File: src/rtl/tga_pkg.sv
// Shared types and constants for the TGA pixel unpacker.
package tga_pkg;
  localparam int unsigned HdrLen = 18;
  localparam int unsigned QueueDepth = 2;

  typedef enum logic [1:0] {
    ST_PIXEL = 2'd0,
    ST_TOP_RIGHT = 2'd1,
    ST_BAD_DEPTH = 2'd2
  } status_t;

  typedef struct packed {
    logic [7:0] data_byte;
    logic file_start;
  } in_beat_t;

  typedef struct packed {
    logic [31:0] pixel_color;
    logic [15:0] dest_x;
    logic [15:0] dest_y;
    logic [1:0] status;
    logic last_pixel;
  } result_t;

  typedef struct packed {
    logic [23:0] accum;
    logic [7:0] last_byte;
    logic is32;
    logic [15:0] col;
    logic [15:0] row;
    logic [15:0] width;
    logic [15:0] height;
    logic rtl_dir;
    logic ttb_dir;
    logic is_status;
    logic [1:0] status;
  } job_t;
endpackage

File: src/rtl/tga_stream_if.sv
// Valid/ready channel interface with a generic payload.
interface tga_stream_if #(
  parameter type payload_t = logic
);
  logic valid;
  logic ready;
  payload_t payload;
  modport source (output valid, output payload, input ready);
  modport sink (input valid, input payload, output ready);
endinterface

File: src/rtl/tga_front.sv
// Front end: header parse, skip counting and pixel byte gathering.
module tga_front (
  input logic clk,
  input logic rst,
  input logic in_valid,
  output logic in_ready,
  input logic [7:0] data_byte,
  input logic file_start,
  output logic job_valid,
  input logic job_ready,
  output tga_pkg::job_t job
);
  import tga_pkg::*;

  typedef enum logic [1:0] {PH_HEADER, PH_SKIP, PH_PIXELS, PH_DONE} phase_t;

  phase_t phase;
  logic [4:0] header_index;
  logic [7:0] id_length, cmap_entry_bits, pixel_bits, descriptor_bits;
  logic [15:0] cmap_entries, img_width, img_height, src_col, src_row;
  logic [21:0] skip_remaining;
  logic [1:0] byte_in_pixel;
  logic [23:0] pixel_accum;
  logic [23:0] cmap_prod;

  logic fire;
  phase_t ph;
  logic [4:0] hi;
  logic [7:0] pb_e, db_e, idl_e, ceb_e;
  logic [15:0] ce_e, w_e, h_e, col_e, row_e;
  logic [1:0] bip_e;
  logic [23:0] acc_e;
  logic last_col, final_px, is32;

  assign in_ready = job_ready;
  assign fire = in_valid && in_ready;

  always_comb begin
    ph = file_start ? PH_HEADER : phase;
    hi = file_start ? 5'd0 : header_index;
    idl_e = file_start ? 8'd0 : id_length;
    ce_e = file_start ? 16'd0 : cmap_entries;
    ceb_e = file_start ? 8'd0 : cmap_entry_bits;
    w_e = file_start ? 16'd0 : img_width;
    h_e = file_start ? 16'd0 : img_height;
    pb_e = file_start ? 8'd0 : pixel_bits;
    db_e = file_start ? 8'd0 : descriptor_bits;
    bip_e = file_start ? 2'd0 : byte_in_pixel;
    acc_e = file_start ? 24'd0 : pixel_accum;
    col_e = file_start ? 16'd0 : src_col;
    row_e = file_start ? 16'd0 : src_row;
    unique case (hi)
      5'd0: idl_e = data_byte;
      5'd5: ce_e[7:0] = data_byte;
      5'd6: ce_e[15:8] = data_byte;
      5'd7: ceb_e = data_byte;
      5'd12: w_e[7:0] = data_byte;
      5'd13: w_e[15:8] = data_byte;
      5'd14: h_e[7:0] = data_byte;
      5'd15: h_e[15:8] = data_byte;
      5'd16: pb_e = data_byte;
      5'd17: db_e = data_byte;
      default: ;
    endcase
    if (ph != PH_HEADER) begin
      idl_e = id_length; ce_e = cmap_entries; ceb_e = cmap_entry_bits;
      w_e = img_width; h_e = img_height; pb_e = pixel_bits; db_e = descriptor_bits;
    end
    is32 = (pixel_bits == 8'd32);
    last_col = (col_e == img_width - 16'd1);
    final_px = last_col && (row_e == img_height - 16'd1);
  end

  always_comb begin
    job = '0;
    job.accum = acc_e;
    job.last_byte = data_byte;
    job.is32 = is32;
    job.col = col_e;
    job.row = row_e;
    job.width = img_width;
    job.height = img_height;
    job.rtl_dir = descriptor_bits[4];
    job.ttb_dir = descriptor_bits[5];
    job_valid = 1'b0;
    if (in_valid) begin
      if (ph == PH_HEADER && hi == 5'(HdrLen - 1)) begin
        if (db_e[5:4] == 2'b11 || (pb_e != 8'd24 && pb_e != 8'd32)) begin
          job_valid = 1'b1;
          job.is_status = 1'b1;
          job.status = (pb_e != 8'd24 && pb_e != 8'd32) ? ST_BAD_DEPTH : ST_TOP_RIGHT;
        end
      end else if (ph == PH_PIXELS && bip_e == (is32 ? 2'd3 : 2'd2)) begin
        job_valid = 1'b1;
      end
    end
  end

  always_ff @(posedge clk) begin
    if (rst) begin
      phase <= PH_HEADER;
      header_index <= '0;
      id_length <= '0; cmap_entries <= '0; cmap_entry_bits <= '0;
      img_width <= '0; img_height <= '0; pixel_bits <= '0; descriptor_bits <= '0;
      skip_remaining <= '0; byte_in_pixel <= '0; pixel_accum <= '0;
      src_col <= '0; src_row <= '0; cmap_prod <= '0;
    end else if (fire) begin
      id_length <= idl_e; cmap_entries <= ce_e; cmap_entry_bits <= ceb_e;
      img_width <= w_e; img_height <= h_e; pixel_bits <= pb_e;
      descriptor_bits <= db_e;
      header_index <= hi; byte_in_pixel <= bip_e; pixel_accum <= acc_e;
      src_col <= col_e; src_row <= row_e;
      if (file_start) skip_remaining <= '0;
      unique case (ph)
        PH_HEADER: begin
          header_index <= hi + 5'd1;
          if (hi == 5'd8) cmap_prod <= 24'(ce_e) * 24'(ceb_e);
          if (hi == 5'(HdrLen - 1)) begin
            if (job_valid) begin
              phase <= PH_DONE;
            end else if ((22'(idl_e) + 22'(cmap_prod >> 3)) != 22'd0) begin
              skip_remaining <= 22'(idl_e) + 22'(cmap_prod >> 3);
              phase <= PH_SKIP;
            end else begin
              phase <= (w_e == 16'd0 || h_e == 16'd0) ? PH_DONE : PH_PIXELS;
            end
          end else begin
            phase <= PH_HEADER;
          end
        end
        PH_SKIP: begin
          skip_remaining <= skip_remaining - 22'd1;
          phase <= (skip_remaining == 22'd1) ?
            ((img_width == 16'd0 || img_height == 16'd0) ? PH_DONE : PH_PIXELS) : PH_SKIP;
        end
        PH_PIXELS: begin
          phase <= PH_PIXELS;
          if (job_valid) begin
            byte_in_pixel <= '0;
            pixel_accum <= '0;
            if (final_px) phase <= PH_DONE;
            else if (last_col) begin
              src_col <= '0; src_row <= row_e + 16'd1;
            end else src_col <= col_e + 16'd1;
          end else begin
            byte_in_pixel <= bip_e + 2'd1;
            pixel_accum <= acc_e | (24'(data_byte) << {bip_e, 3'b000});
          end
        end
        default: phase <= PH_DONE;
      endcase
    end
  end
endmodule

File: src/rtl/tga_queue.sv
// Short FIFO between the front end and the back end.
module tga_queue #(
  parameter int unsigned Depth = tga_pkg::QueueDepth
) (
  input logic clk,
  input logic rst,
  input logic wr_valid,
  output logic wr_ready,
  input tga_pkg::job_t wr_data,
  output logic rd_valid,
  input logic rd_ready,
  output tga_pkg::job_t rd_data
);
  import tga_pkg::*;
  localparam int unsigned Aw = (Depth > 1) ? $clog2(Depth) : 1;

  job_t mem [Depth];
  logic [Aw-1:0] wptr, rptr;
  logic [Aw:0] count;
  logic do_wr, do_rd;

  assign wr_ready = (count != (Aw+1)'(Depth));
  assign rd_valid = (count != '0);
  assign rd_data = mem[rptr];
  assign do_wr = wr_valid && wr_ready;
  assign do_rd = rd_valid && rd_ready;

  always_ff @(posedge clk) begin
    if (do_wr) mem[wptr] <= wr_data;
    if (rst) begin
      wptr <= '0; rptr <= '0; count <= '0;
    end else begin
      if (do_wr) wptr <= (wptr == Aw'(Depth - 1)) ? '0 : wptr + Aw'(1);
      if (do_rd) rptr <= (rptr == Aw'(Depth - 1)) ? '0 : rptr + Aw'(1);
      count <= count + (Aw+1)'(do_wr) - (Aw+1)'(do_rd);
    end
  end
endmodule

File: src/rtl/tga_back.sv
// Back end: pixel packing, coordinate mapping, status beats and output register.
module tga_back (
  input logic clk,
  input logic rst,
  input logic job_valid,
  output logic job_ready,
  input tga_pkg::job_t job,
  output logic res_valid,
  input logic res_ready,
  output tga_pkg::result_t res
);
  import tga_pkg::*;
  result_t r;

  assign job_ready = !res_valid || res_ready;

  always_comb begin
    r = '0;
    if (job.is_status) begin
      r.status = job.status;
      r.last_pixel = 1'b1;
    end else begin
      r.pixel_color = job.is32 ? {job.accum, job.last_byte}
                               : {job.last_byte, job.accum[15:0], 8'd0};
      r.dest_x = job.rtl_dir ? job.width - 16'd1 - job.col : job.col;
      r.dest_y = job.ttb_dir ? job.height - 16'd1 - job.row : job.row;
      r.status = ST_PIXEL;
      r.last_pixel = (job.col == job.width - 16'd1) && (job.row == job.height - 16'd1);
    end
  end

  always_ff @(posedge clk) begin
    if (job_valid && job_ready) res <= r;
    if (rst) res_valid <= 1'b0;
    else if (job_ready) res_valid <= job_valid;
  end
endmodule

File: src/rtl/tga_pixel_unpack_reorient.sv
// Top level of the TGA truecolor pixel unpacker and reorienter.
//   channel | dir | payload
//   in      | in  | data_byte, file_start
//   out     | out | pixel_color, dest_x, dest_y, status, last_pixel
// One byte is accepted per cycle while the queue has room; results are registered.
// Rate is set by the front-end parser, which updates its counters once per byte.
// Reset is synchronous and clears all control state.
// A stalled output fills the two-entry queue, then holds the input.
module tga_pixel_unpack_reorient #(
  parameter int unsigned QueueDepth = tga_pkg::QueueDepth
) (
  input logic clk,
  input logic rst,
  tga_stream_if.sink in,
  tga_stream_if.source out
);
  import tga_pkg::*;

  logic fq_valid, fq_ready, qb_valid, qb_ready;
  job_t fq_job, qb_job;
  result_t res;

  tga_front u_front (
    .clk, .rst,
    .in_valid(in.valid), .in_ready(in.ready),
    .data_byte(in.payload.data_byte), .file_start(in.payload.file_start),
    .job_valid(fq_valid), .job_ready(fq_ready), .job(fq_job)
  );

  tga_queue #(.Depth(QueueDepth)) u_queue (
    .clk, .rst,
    .wr_valid(fq_valid && in.valid), .wr_ready(fq_ready), .wr_data(fq_job),
    .rd_valid(qb_valid), .rd_ready(qb_ready), .rd_data(qb_job)
  );

  tga_back u_back (
    .clk, .rst,
    .job_valid(qb_valid), .job_ready(qb_ready), .job(qb_job),
    .res_valid(out.valid), .res_ready(out.ready), .res
  );

  assign out.payload.pixel_color = res.pixel_color;
  assign out.payload.dest_x = res.dest_x;
  assign out.payload.dest_y = res.dest_y;
  assign out.payload.status = res.status;
  assign out.payload.last_pixel = res.last_pixel;
endmodule

File: src/flat_wrapper.sv
// flat-port wrapper written by rule: the top's interface ports become plain ports
module tga_pixel_unpack_reorient_flat import tga_pkg::*;
#(
  parameter int unsigned QueueDepth = tga_pkg::QueueDepth
)
  (clk, rst, in_valid, in_payload, in_ready, out_valid, out_payload, out_ready);
  tga_stream_if #(.payload_t(in_beat_t)) in_i ();
  tga_stream_if #(.payload_t(result_t)) out_i ();
  input logic clk;
  input logic rst;
  input wire logic [$bits(in_i.valid)-1:0] in_valid;
  input wire logic [$bits(in_i.payload)-1:0] in_payload;
  output wire logic [$bits(in_i.ready)-1:0] in_ready;
  output wire logic [$bits(out_i.valid)-1:0] out_valid;
  output wire logic [$bits(out_i.payload)-1:0] out_payload;
  input wire logic [$bits(out_i.ready)-1:0] out_ready;
  assign in_i.valid = in_valid;
  assign in_i.payload = in_payload;
  assign in_ready = in_i.ready;
  assign out_valid = out_i.valid;
  assign out_payload = out_i.payload;
  assign out_i.ready = out_ready;
  tga_pixel_unpack_reorient #(.QueueDepth(QueueDepth)) u_core (.clk(clk), .rst(rst), .in(in_i), .out(out_i));
endmodule
File: config.mk
export PLATFORM = sky130hd
export DESIGN_NAME = tga_pixel_unpack_reorient_flat
export DESIGN_NICKNAME = d
export VERILOG_FILES = /design/src/rtl/tga_pkg.sv /design/src/rtl/tga_stream_if.sv /design/src/rtl/tga_front.sv /design/src/rtl/tga_queue.sv /design/src/rtl/tga_back.sv /design/src/rtl/tga_pixel_unpack_reorient.sv /design/src/flat_wrapper.sv
export SDC_FILE = /design/constraint.sdc
export NUM_CORES = 1
export LEC_CHECK = 0
export CORE_MARGIN = 2
export CORE_UTILIZATION = 35
export CTS_BUF_LIST = sky130_fd_sc_hd__clkbuf_16
export CTS_CLUSTER_SIZE = 12
export DETAILED_ROUTE_END_ITERATION = 6
export DONT_BUFFER_PORTS = 1
export PLACE_DENSITY = 0.61
export SLEW_MARGIN = 10
export SYNTH_ARGS = -nofsm -noshare
export SYNTH_HDL_FRONTEND = slang
export SYNTH_SLANG_ARGS = --single-unit
export TNS_END_PERCENT = 100
File: constraint.sdc
create_clock -name clk -period 6.5 [get_ports clk]
set_clock_uncertainty 0.2 [all_clocks]
set_input_delay 0.325 -clock clk [delete_from_list [all_inputs] [get_ports clk]]
set_output_delay 0.325 -clock clk [all_outputs]
set_load 0.1 [all_outputs]
## After elaboration in Yosys (flattened, before gate mapping)

Memories as Yosys holds them, arrays and structs flattened. A register that Yosys moved wholly into a read port is not among the register bits.
Cells that the tools add are included.

- Register bits: 261
- RAM bits: 204
- Bits of input ports: 13
- Output and inout port bits: 69
- Logic and storage cells: 173
- Memories: 1

- Add/subtract/negate cells: 16
- Multipliers: 1
- Eq/ne operators: 23
- Shift-type cells: 1
- Muxes and demuxes: 75
- Bitwise operators: 3
- Reductions and logical operators: 27

Memories:

| memory | depth | width | rd ports | clocked after memory_dff | write ports | line | RTL |
|---|---|---|---|---|---|---|---|
| u_core.u_queue.mem | 2 | 102 | 1 | 1 | 1 | tga_queue.sv:17 | `job_t mem [Depth];` |

Operators with widths:

| cell | number |
|---|---|
| two-way mux 16 bit | 18 |
| two-way mux 8 bit | 15 |
| two-way mux 22 bit | 4 |
| two-way mux 24 bit | 3 |
| == test 16 bit | 4 |
| zero test 16 bit | 4 |
| subtractor 16 x 1 -> 16 bit (second input constant) | 4 |
| one-hot mux 22 bit (2 select lines) | 1 |
| adder 16 x 1 -> 16 bit (second input constant) | 2 |
| two-way mux 32 bit | 1 |
| subtractor 16 bit | 2 |
| == test 5 x 4 -> 1 bit (second input constant) | 5 |
| multiplier 16 x 8 -> 24 bit | 1 |
| bitwise OR 24 bit | 1 |
| left shift 8 x 5 -> 24 bit | 1 |
| adder 8 x 21 -> 22 bit | 1 |
| == test 22 x 1 -> 1 bit (second input constant) | 1 |
| nonzero test 22 bit | 1 |
| subtractor 22 x 1 -> 22 bit (second input constant) | 1 |
| two-way mux 2 bit | 9 |
| two-way mux 6 bit | 3 |
| == test 5 x 3 -> 1 bit (second input constant) | 3 |
| two-way mux 1 bit | 15 |
| == test 5 bit (second input constant) | 2 |
| other kinds (24) | 44 |

## Logic depth before layout (Yosys ltp)

Gate-level depths: netlist of run 1.

- Depth after elaboration: 14
- Depth in mapped cells: 32
- Gate-level depth less buffers: 26

## Hierarchy

Synthesis of run 1 repeated with hierarchy kept, for this count alone.

- Cells, all modules: 2815
- Area total of the unflattened synthesis: 27866.7 um^2

Modules (own cells, without submodules):

| module | instances | cells each | area an instance (um^2) | seq. area each (um^2) |
|---|---|---|---|---|
| tga_front | 1 | 1974 | 15379.8 | 3643.5 |
| tga_queue | 1 | 346 | 7639.8 | 6226.0 |
| tga_back | 1 | 494 | 4840.9 | 2031.9 |
| tga_pixel_unpack_reorient | 1 | 1 | 6.3 | 0.0 |

## Worst setup path after synthesis of run 1

No wires, ideal clock.

- Path type: in2reg
- Start point: input in_payload[0]
- End point: memory u_core.u_queue.mem[0][0] (netlist name), enable pin
- Setup time: 0.564 ns
- Arrival time: 6.208 ns
- Required time: 5.736 ns
- Slack: -0.472 ns
- Cell stages on the path: 9
- Buffers on the path: 1
- Cells stage by stage: buf_2 > nand2b_1 > or3_1 > nor4_2 > mux2i_1 > o211ai_1 > nand2_1 > nand2_1 > nor2_1

- Longest elaborated chain between the ends: 14
- Elaborated cells between the ends (all ways): 30
- Those cells by class: eq/ne: 7; mux: 15; reduce/logical: 8

Ends and longest elaborated chain:

| what | line | RTL |
|---|---|---|
| start: declaration | flat_wrapper.sv:12 | `input wire logic [$bits(in_i.payload)-1:0] in_payload;` |
| two-way mux 5 bit | tga_front.sv:40 | `hi = file_start ? 5'd0 : header_index;` |
| == test 5 bit | tga_front.sv:52 | `unique case (hi)` |
| two-way mux 8 bit | tga_front.sv:52 |  |
| two-way mux 8 bit | tga_front.sv:65 | `if (ph != PH_HEADER) begin` |
| != test 8 x 5 -> 1 bit or != test 8 x 6 -> 1 bit (tied branches) | tga_front.sv:88 | `if (db_e[5:4] == 2'b11 \|\| (pb_e != 8'd24 && pb_e != 8'd32)) begin` |
| logical AND 1 bit | tga_front.sv:88 |  |
| logical OR 1 bit | tga_front.sv:88 |  |
| two-way mux 1 bit | tga_front.sv:88 |  |
| two-way mux 1 bit (*) | tga_front.sv:87 | `if (ph == PH_HEADER && hi == 5'(HdrLen - 1)) begin` |
| two-way mux 1 bit (*) | tga_front.sv:86 | `if (in_valid) begin` |
| logical AND 1 bit (*) | tga_pixel_unpack_reorient.sv:32 | `.wr_valid(fq_valid && in.valid), .wr_ready(fq_ready), .wr_data(fq_job),` |
| logical AND 1 bit (*) | tga_queue.sv:25 | `assign do_wr = wr_valid && wr_ready;` |
| two-way mux 1 bit (*) | tga_queue.sv:29 | `if (do_wr) mem[wptr] <= wr_data;` |
| two-way mux 1 bit (not written as such) (*) | tga_queue.sv:29 |  |
| end: declaration | tga_queue.sv:17 |  |

Every way passes the cells marked *; elsewhere a longest branch is shown, timed or not. The select of a mux whose other input is x is not followed.

## Worst setup path in the final report of run 1

- Start point: register u_core.u_front.phase[0]
- End point: register u_core.u_front.cmap_prod[22]

- Longest elaborated chain between the ends: 4
- Elaborated cells between the ends (all ways): 7
- Those cells by class: mul: 1; mux: 3; reduce/logical: 3

Ends and longest elaborated chain:

| what | line | RTL |
|---|---|---|
| start: declaration | tga_front.sv:17 | `phase_t phase;` |
| start signal: assignment | tga_front.sv:125 | `phase <= (w_e == 16'd0 \|\| h_e == 16'd0) ? PH_DONE : PH_PIXELS;` |
| start signal: assignment | tga_front.sv:133 | `phase <= (skip_remaining == 22'd1) ?` |
| two-way mux 2 bit (*) | tga_front.sv:39 | `ph = file_start ? PH_HEADER : phase;` |
| nonzero test 2 bit | tga_front.sv:65 |  |
| two-way mux 16 bit or two-way mux 8 bit (tied branches) | tga_front.sv:65 |  |
| multiplier 16 x 8 -> 24 bit | tga_front.sv:117 | `if (hi == 5'd8) cmap_prod <= 24'(ce_e) * 24'(ceb_e);` |
| end signal: assignment | tga_front.sv:117 |  |
| end: declaration | tga_front.sv:24 | `logic [23:0] cmap_prod;` |

Every way passes the cells marked *; elsewhere a longest branch is shown, timed or not.
A chain may end at the register's enable or synchronous reset.

==> results of run 1 <==
-- where the power goes --
group | internal [mW] | switching [mW]
logic | 1.38 | 2.06
clock network | 1.68 | 1.20
registers | 3.47 | 1.53
-- final timing paths --
check	slack (ns)	cells past startpoint	end
setup / recovery	0.27	24	u_core.u_front.cmap_prod[22]
hold / removal	0.02	3	u_core.u_front.cmap_entries[6]
setup reg to reg	0.27	24	u_core.u_front.cmap_prod[22]
hold reg to reg	0.26	2	u_core.u_front.cmap_prod[8]
-- kinds of logic after synthesis --
| logic type | share of synthesized area |
|---|---|
| XOR/XNOR | 0.0459 |
| buffers and inverters | 0.0409 |
| adder cells (fa/ha/maj) | 0.106 |
| multiplexers | 0.0489 |
| AND/OR/NAND/NOR | 0.193 |
| flip-flops | 0.435 |
| AO/OA/AOI/OAI | 0.130 |
-- synth_stat cells, types with 6 or more instances --
library cell  number  share of area
buf_2             19         0.0035
nor2_1           467          0.064
o21ai_0           72          0.013
mux2_2            18         0.0074
o32ai_1            8         0.0026
o21a_1             8         0.0022
ha_1              93          0.043
a21o_1            15         0.0041
nand2_1          169          0.023
edfxtp_1         271           0.30
o21bai_1          10         0.0027
nor3b_1           27         0.0074
o211ai_1           9         0.0025
nand3b_1           7         0.0019
o31ai_1            8         0.0022
a31oi_1           30         0.0069
a22oi_1           74          0.020
nor2b_1           79          0.018
xnor2_1           90          0.029
nand2b_1          16         0.0037
buf_1             16         0.0022
o21ai_1            7         0.0013
and2_1             9         0.0021
or4_1              8         0.0022
clkbuf_1         106          0.015
a21oi_1          157          0.029
nand3_1           49         0.0090
or3_1             14         0.0032
a221oi_1           9         0.0029
nor4_1            19         0.0043
or2_2             33         0.0075
nand4_1           20         0.0046
inv_1            140          0.019
mux2i_1          111          0.041
fa_1              87          0.064
and3_1            21         0.0048
a41oi_1            6         0.0019
xor2_1            48          0.015
nor3_1            96          0.018
a211oi_1          58          0.016
dfxtp_1          188           0.14
-- sequential cells by signal (all words and copies together), names as in the netlist, 5 cells and up, named ones only --
| signal | count |
|---|---|
| u_core.u_front.skip_remaining | 22 |
| u_core.u_front.cmap_entries | 16 |
| u_core.u_front.cmap_entry_bits | 8 |
| u_core.u_queue.mem | 204 |
| u_core.u_front.img_height | 16 |
| u_core.u_front.src_row | 16 |
| u_core.u_front.img_width | 16 |
| u_core.u_front.cmap_prod | 21 |
| u_core.u_front.pixel_accum | 24 |
| u_core.u_front.header_index | 5 |
| u_core.u_front.id_length | 8 |
| u_core.u_back.res | 67 |
| u_core.u_front.src_col | 16 |
| u_core.u_front.pixel_bits | 8 |
-- cell type report --
cell class,instances,area (sq um),area share
Clock inverter,39,289,0.00942
Antenna cell,4,10.0,0.000326
Timing Repair Buffer,80,737,0.0240
Sequential cell,459,11900,0.388
Multi-Input combinational cell,2070,14500,0.474
Clock buffer,55,1380,0.0449
Inverter,141,529,0.0173
Tap cell,1040,1300,0.0424
-- metal layers --
metal / global-route usage / share of wire
met1: 0.223 / 0.44
met4: 0.0677 / 0.038
met3: 0.0264 / 0.050
met5: 0 / 0
met2: 0.288 / 0.47
-- stage by stage --
step / TNS [ns] / utilization
detailed placement: 0 / 0.370
CTS: 0 / 0.394
finish: 0 / 0.396
global route: -0.0370 / 0.396
global placement: 0 / 0.370
floorplan: -96.27 / -
-- worst max-delay path, cell delays in order, from the launching register on --
cell	delay (ns)
dfxtp_1	0.31
or2_2	0.31
buf_4	0.19
nor2_2	0.18
nand3b_1	0.15
buf_12	0.19
a31oi_2	0.49
nor2_1	0.13
fa_1	0.52
fa_1	0.50
fa_1	0.51
inv_1	0.05
fa_1	0.47
inv_1	0.04
ha_1	0.32
and3_1	0.23
nand3_1	0.10
o21ai_0	0.08
a41o_1	0.24
a21oi_1	0.21
a21oi_1	0.15
a31oi_1	0.22
xnor2_1	0.14
nand2_1	0.07
a21oi_1	0.14
-- what timing repair did --
action                                  in CTS  in global routing
hold endpoints to repair                   318                  0
endpoints found under the setup margin       0                  3
resized for setup                            0                 21
hold buffers                                16                  0
buffers inserted                             0                  9
-- cells in the final DEF (no fill, tap or decap), types with 8 or more instances in the layout --
master / netlist / routed
and2_1: 9 / 8
a211oi_1: 58 / 58
a21oi_1: 157 / 149
nand3_1: 49 / 48
nand2b_1: 16 / 16
dlygate4sd3_1: 0 / 12
clkbuf_16: 0 / 55
or3_1: 14 / 14
xor2_1: 48 / 48
a221oi_1: 9 / 9
nor3_1: 96 / 96
a21o_1: 15 / 15
buf_4: 2 / 58
o21bai_1: 10 / 10
nor3b_1: 27 / 27
xnor2_1: 90 / 90
or4_1: 8 / 8
nand4_1: 20 / 20
nand2_1: 169 / 166
inv_1: 140 / 153
nor4_1: 19 / 19
a22oi_1: 74 / 74
ha_1: 93 / 92
dfxtp_1: 188 / 187
o211ai_1: 9 / 9
fa_1: 87 / 87
o21ai_0: 72 / 72
a31oi_1: 30 / 24
mux2i_1: 111 / 111
edfxtp_1: 271 / 271
nor2b_1: 79 / 78
mux2_2: 18 / 18
o32ai_1: 8 / 8
and3_1: 21 / 21
clkinv_1: 1 / 10
or2_2: 33 / 31
nor2_1: 467 / 462
==> impl_metrics.toml, run 1 <==
[cts]
cts_sinks = 459
cts_tree = "built"
numCtsBuffers = 51
clk_latency_ns = 0.60
path_clk_slew_ns = 0.06
clockRootBuffer = "clkbuf_16"
clockBufferDepth = 3
h-tree-depth = 2

[yosys]
postSynthAreaPerCell_sq_um = 9.72
ys_async_sr_fraction = 0
syn_area_sq_um = 27400
synth_edf_count = 271
synth_flop_cell = "edfxtp_1"
yosysWarnings = 0
syn_nets = 3007
syn_inst = 2814
ys_ff_latch = 459
ys_seq_area_frac = 0.435
ys_types = 100

[placed_design]
hpwl_microns = 47700
place_ws_ns = 0.140
dp.cells = 3764
gp_congestion = 0.880
placed_cell_area_sq_um = 28600
place.port_buffers = 0

[sta]
setup_viol_count_final = 0
timing.final.ws_setup_ns = 0.269
fin_crit_ns = 6.23
finalCritPeriodShare = 0.959
slew_headroom = 0.216
worstMarginPinSlew_ns = 1.17
timing.fmax_mhz = 160
slew_viol_final = 0
hold_viol = 0
whs_ns = 0.0172

[cells_and_area]
nets = 2996
num-fill-cells = 7603
final_area_sq_um = 30700
instances_no_fill = 3888
syn2layout_area_growth_pct = 12.2
drive_gt1_frac = 0.0904

[grt]
grt_overflow = 0
grt_pass1_vias = 19400
antenna_found_initial = 3
grt_use_total = 0.172
grt_pass1_wl_microns = 111000
grt_start_max_net_pins = 196

[setup_path]
endpoint_kind = "flip-flop"
cp.arrival_ns = 6.55
cp_max_fo = 16
required_ns = 6.82
timing.rr.start = "u_core.u_front.phase[0]"
cp-startpoint = "u_core.u_front.phase[0]"
worst_setup_path_start_kind = "flip-flop"
criticalPathCategory = "reg -> reg"

[power_and_ir_drop]
peakVddDrop_uv = 177
power_mw = 11.3
cellLeakagePower_nw = 11.3
powerDensity_nw_per_um2 = 369

[floorplan]
fp-row-count = 102
die_h_microns = 284
initial_utilization = 0.353
die_w_microns = 284
dieArea_sq_um = 80400
core_area_sq_um = 77500
ios = 82

[route]
vias = 20500
wl_per_cell_microns = 18.3
antenna_left = 0
wl_microns = 71000
drt_iter0_drc = 1489
viasPerCell = 5.27
drc = 0
firstDrtPassIters = 7

[job]
maxCapViolCount = 0

[min_path]
worstHoldPathType = "in -> reg"
worstHoldStart = "in_payload[0]"

[outcome]
outcome = "completed"
Power figures use the tool's default switching activity.
==> run 2, diff against run 1 <==
Settings changed: SYNTH_HIERARCHICAL set to 1.
==> run 2 against run 1 <==
First-iteration DRC count is 2.4% lower; utilization is 0.33 points lower; wire length is 2.2% higher; sequential power is 6.8% lower; maximum frequency is 0.14% higher; cell count hardly changed; die area is 1.9% higher; sequential cell count stayed put; global-route usage is 0.14 points higher; via count is 1.9% higher; non-clock buffer count is 4 higher; critical path type unchanged.
==> impl_metrics.toml, run 2 <==
[cts]
clockRootBuffer = "clkbuf_16"
numCtsBuffers = 50
cts_tree = "built"
clockBufferDepth = 3
path_clk_slew_ns = 0.06
cts_setup_buffers = 0
cts_sinks = 459
clk_latency_ns = 0.61
h-tree-depth = 2

[grt]
grt_overflow = 0
antenna_found_initial = 0
grt_pass1_vias = 19900
grt_start_max_net_pins = 175
grt_use_total = 0.174
grt_pass1_wl_microns = 114000

[power_and_ir_drop]
peakVddDrop_uv = 182
powerDensity_nw_per_um2 = 326
cellLeakagePower_nw = 12.0

[sta]
slew_viol_final = 0
setup-tns-final_ns = 0
rsz0062_at_grt = "no"
worstMarginPinSlew_ns = 1.13
fin_crit_ns = 6.22
timing.fmax_mhz = 161
setup_viol_count_final = 0
finalCritPeriodShare = 0.957
hold_viol = 0
slew_headroom = 0.243
whs_ns = 0.0279

[setup_path]
rrSetupSlack_ns = 0.28
reg2regPathDepth = 24
endpoint_kind = "flip-flop"
cp_max_fo = 27
worst_setup_path_start_kind = "flip-flop"
path_cells = "nor2_1, nand2_1, nor4b_4, buf_12, nand2_2, a31oi_1, buf_4, or2_2, fa_1, fa_1, inv_1, fa_1, inv_1, fa_1, inv_1, ha_1, or3_1, o211ai_1, a31oi_2, a211o_1, a21o_1, a21oi_1, or4_1, nand3_1"
worst-path-buf-inv = 5
cpPeakStageDelay_ns = 0.55
cp.arrival_ns = 6.49
crit_family = "adder cells"
timing.rr.start = "u_core/u_front/phase[0]"
criticalPathCategory = "reg -> reg"
slowest_stage = "fa_1"
required_ns = 6.77
r2r-end = "u_core/u_front/cmap_prod[22]"
critPathMostFrequentCell = "fa_1"

[cells_and_area]
drive_gt1_frac = 0.123
most-common-layout-cells = "nor2_1 (359), edfxtp_1 (271), inv_1 (188)"
final_common_cell = "nor2_1"
utilization = 0.393
antenna_cells = 0
top_regs = "u_core/u_queue/mem (204), u_core/u_back/res (67), u_core/u_front/pixel_accum (24)"
largest_register_ffs = 204
syn2layout_area_growth_pct = 11.1
regMostFlops = "u_core/u_queue/mem"
nets = 2987

[job]
maxCapViolCount = 0

[floorplan]
ios = 82
initial_utilization = 0.353
fp-row-count = 103
die_h_microns = 286
dieArea_sq_um = 81900
die_w_microns = 286
core_area_sq_um = 78900

[min_path]
worstHoldPathType = "in -> reg"
hold-path-endpoint = "u_core/u_front/src_row[15]"
min_path_cells = 3
worstHoldStart = "rst"

[yosys]
ys_types = 98
syn_area_sq_um = 27900
synthDominantCellAreaShare = 0.292
synth-simple-area-share = 0.188
synth_top_family_by_area = "simple AND/OR/NAND/NOR gates"
synth_commonest_cells = "nor2_1 (359), edfxtp_1 (271), dfxtp_1 (188), inv_1 (169), nand2_1 (145)"
ys_ff_latch = 459
synth_compound_area_frac = 0.135
ys_seq_area_frac = 0.427
synthMuxAreaShare = 0.0579
synth_xor_area_frac = 0.0393
synth_edf_count = 271
synthAdderAreaFrac = 0.104
synth_most_common_cell = "nor2_1"
postSynthAreaPerCell_sq_um = 9.90
yosysWarnings = 6
synthTopCellsByArea = "edfxtp_1 (29%), dfxtp_1 (14%), fa_1 (6.3%)"
syn_nets = 3007
synth_flop_cell = "edfxtp_1"
synth_area_leader_cell = "edfxtp_1"
ys_async_sr_fraction = 0
syn_inst = 2815

[route]
wl_microns = 72500
antenna_left = 0
wl_per_cell_microns = 18.7
vias = 20900
drt_iter0_drc = 1454
firstDrtPassIters = 5
drc = 0
viasPerCell = 5.38

[placed_design]
place.port_buffers = 0
gp_congestion = 0.871
hpwl_microns = 48900

[outcome]
outcome = "completed"
-- run 2: changes by cell type after synthesis, sizes merged, moves of 14 or more --
cell   before  now
a31oi      30   58
nor2      468  359
nor3      100   66
xnor2      90   68
nor3b      28    4
a21oi     157  116
and3       21   60
o21ai      79   93
nand3      49   63
inv       140  170
nand2     169  147
mux2       20  121
and2        9   23
mux2i     111   25
-- run 2: cell type report --
type                            count  area [sq um]
Clock buffer                       52          1300
Clock inverter                     42           304
Fill cell                        7790         47900
Inverter                          171           644
Multi-Input combinational cell   2029         14700
Sequential cell                   459         11900
Tap cell                         1050          1310
Timing Repair Buffer               84           766
-- run 2: tightest hold or removal path: stages --
cell and delay [ns]:
inv_1 0.16, and3_1 0.19, mux2_1 0.12
-- run 2: worst max-delay path by stage --
| stage | endpoint | from | depth (start not counted) |
|---|---|---|---|
| floorplan | u_core/u_front/cmap_prod[21] | in_payload[0] | 24 |
| global placement | u_core/u_front/cmap_prod[22] | u_core/u_front/phase[0] | 24 |
| detailed placement | u_core/u_front/cmap_prod[22] | in_payload[0] | 24 |
| CTS | u_core/u_front/cmap_prod[22] | u_core/u_front/phase[0] | 24 |
| global route | u_core/u_front/cmap_prod[22] | u_core/u_front/phase[0] | 25 |
| finish | u_core/u_front/cmap_prod[22] | u_core/u_front/phase[0] | 24 |
-- run 2: cells by family after synthesis --
kind of cell	after synthesis
AND/OR/NAND/NOR	1020
XOR/XNOR	122
adder cells (fa/ha/maj)	179
AO/OA/AOI/OAI	562
multiplexers	146
buffers and inverters	327
flip-flops	459
-- run 2: power breakdown --
part	leakage [nW]	switching (mW)	internal [mW]
Clock	0.869	1.18	1.61
Combinational	6.94	1.56	1.07
Sequential	4.19	1.23	3.43
-- run 2: layer usage --
metal,global-route usage,part of all wire,vias to the layer above
li1,-,-,10100
met1,0.233,0.45,10200
met2,0.296,0.48,508
met3,0.0208,0.046,98
met4,0.0466,0.024,0
met5,0,0,-
-- run 2: what timing repair did --
item | 4_1_cts | 5_1_grt
setup endpoints to repair | 0 | 9
hold buffers | 15 | 0
hold endpoints to repair | 302 | 0
gates resized for setup | 0 | 14
-- run 2: through the flow --
step | std cells | total power, mW | instance area [sq um] | worst slack (ns)
final | 3887 | 10.1 | 31000 | 0.278
after global routing | 3887 | 10.6 | 31000 | 0.0288
after CTS | 3887 | 10.2 | 30900 | 0.0861
after detailed placement | 3778 | 7.30 | 29100 | 0.111
after global placement | 3778 | 7.27 | 29100 | 0.108
after floorplan | 2815 | 6.74 | 27900 | 0.0104
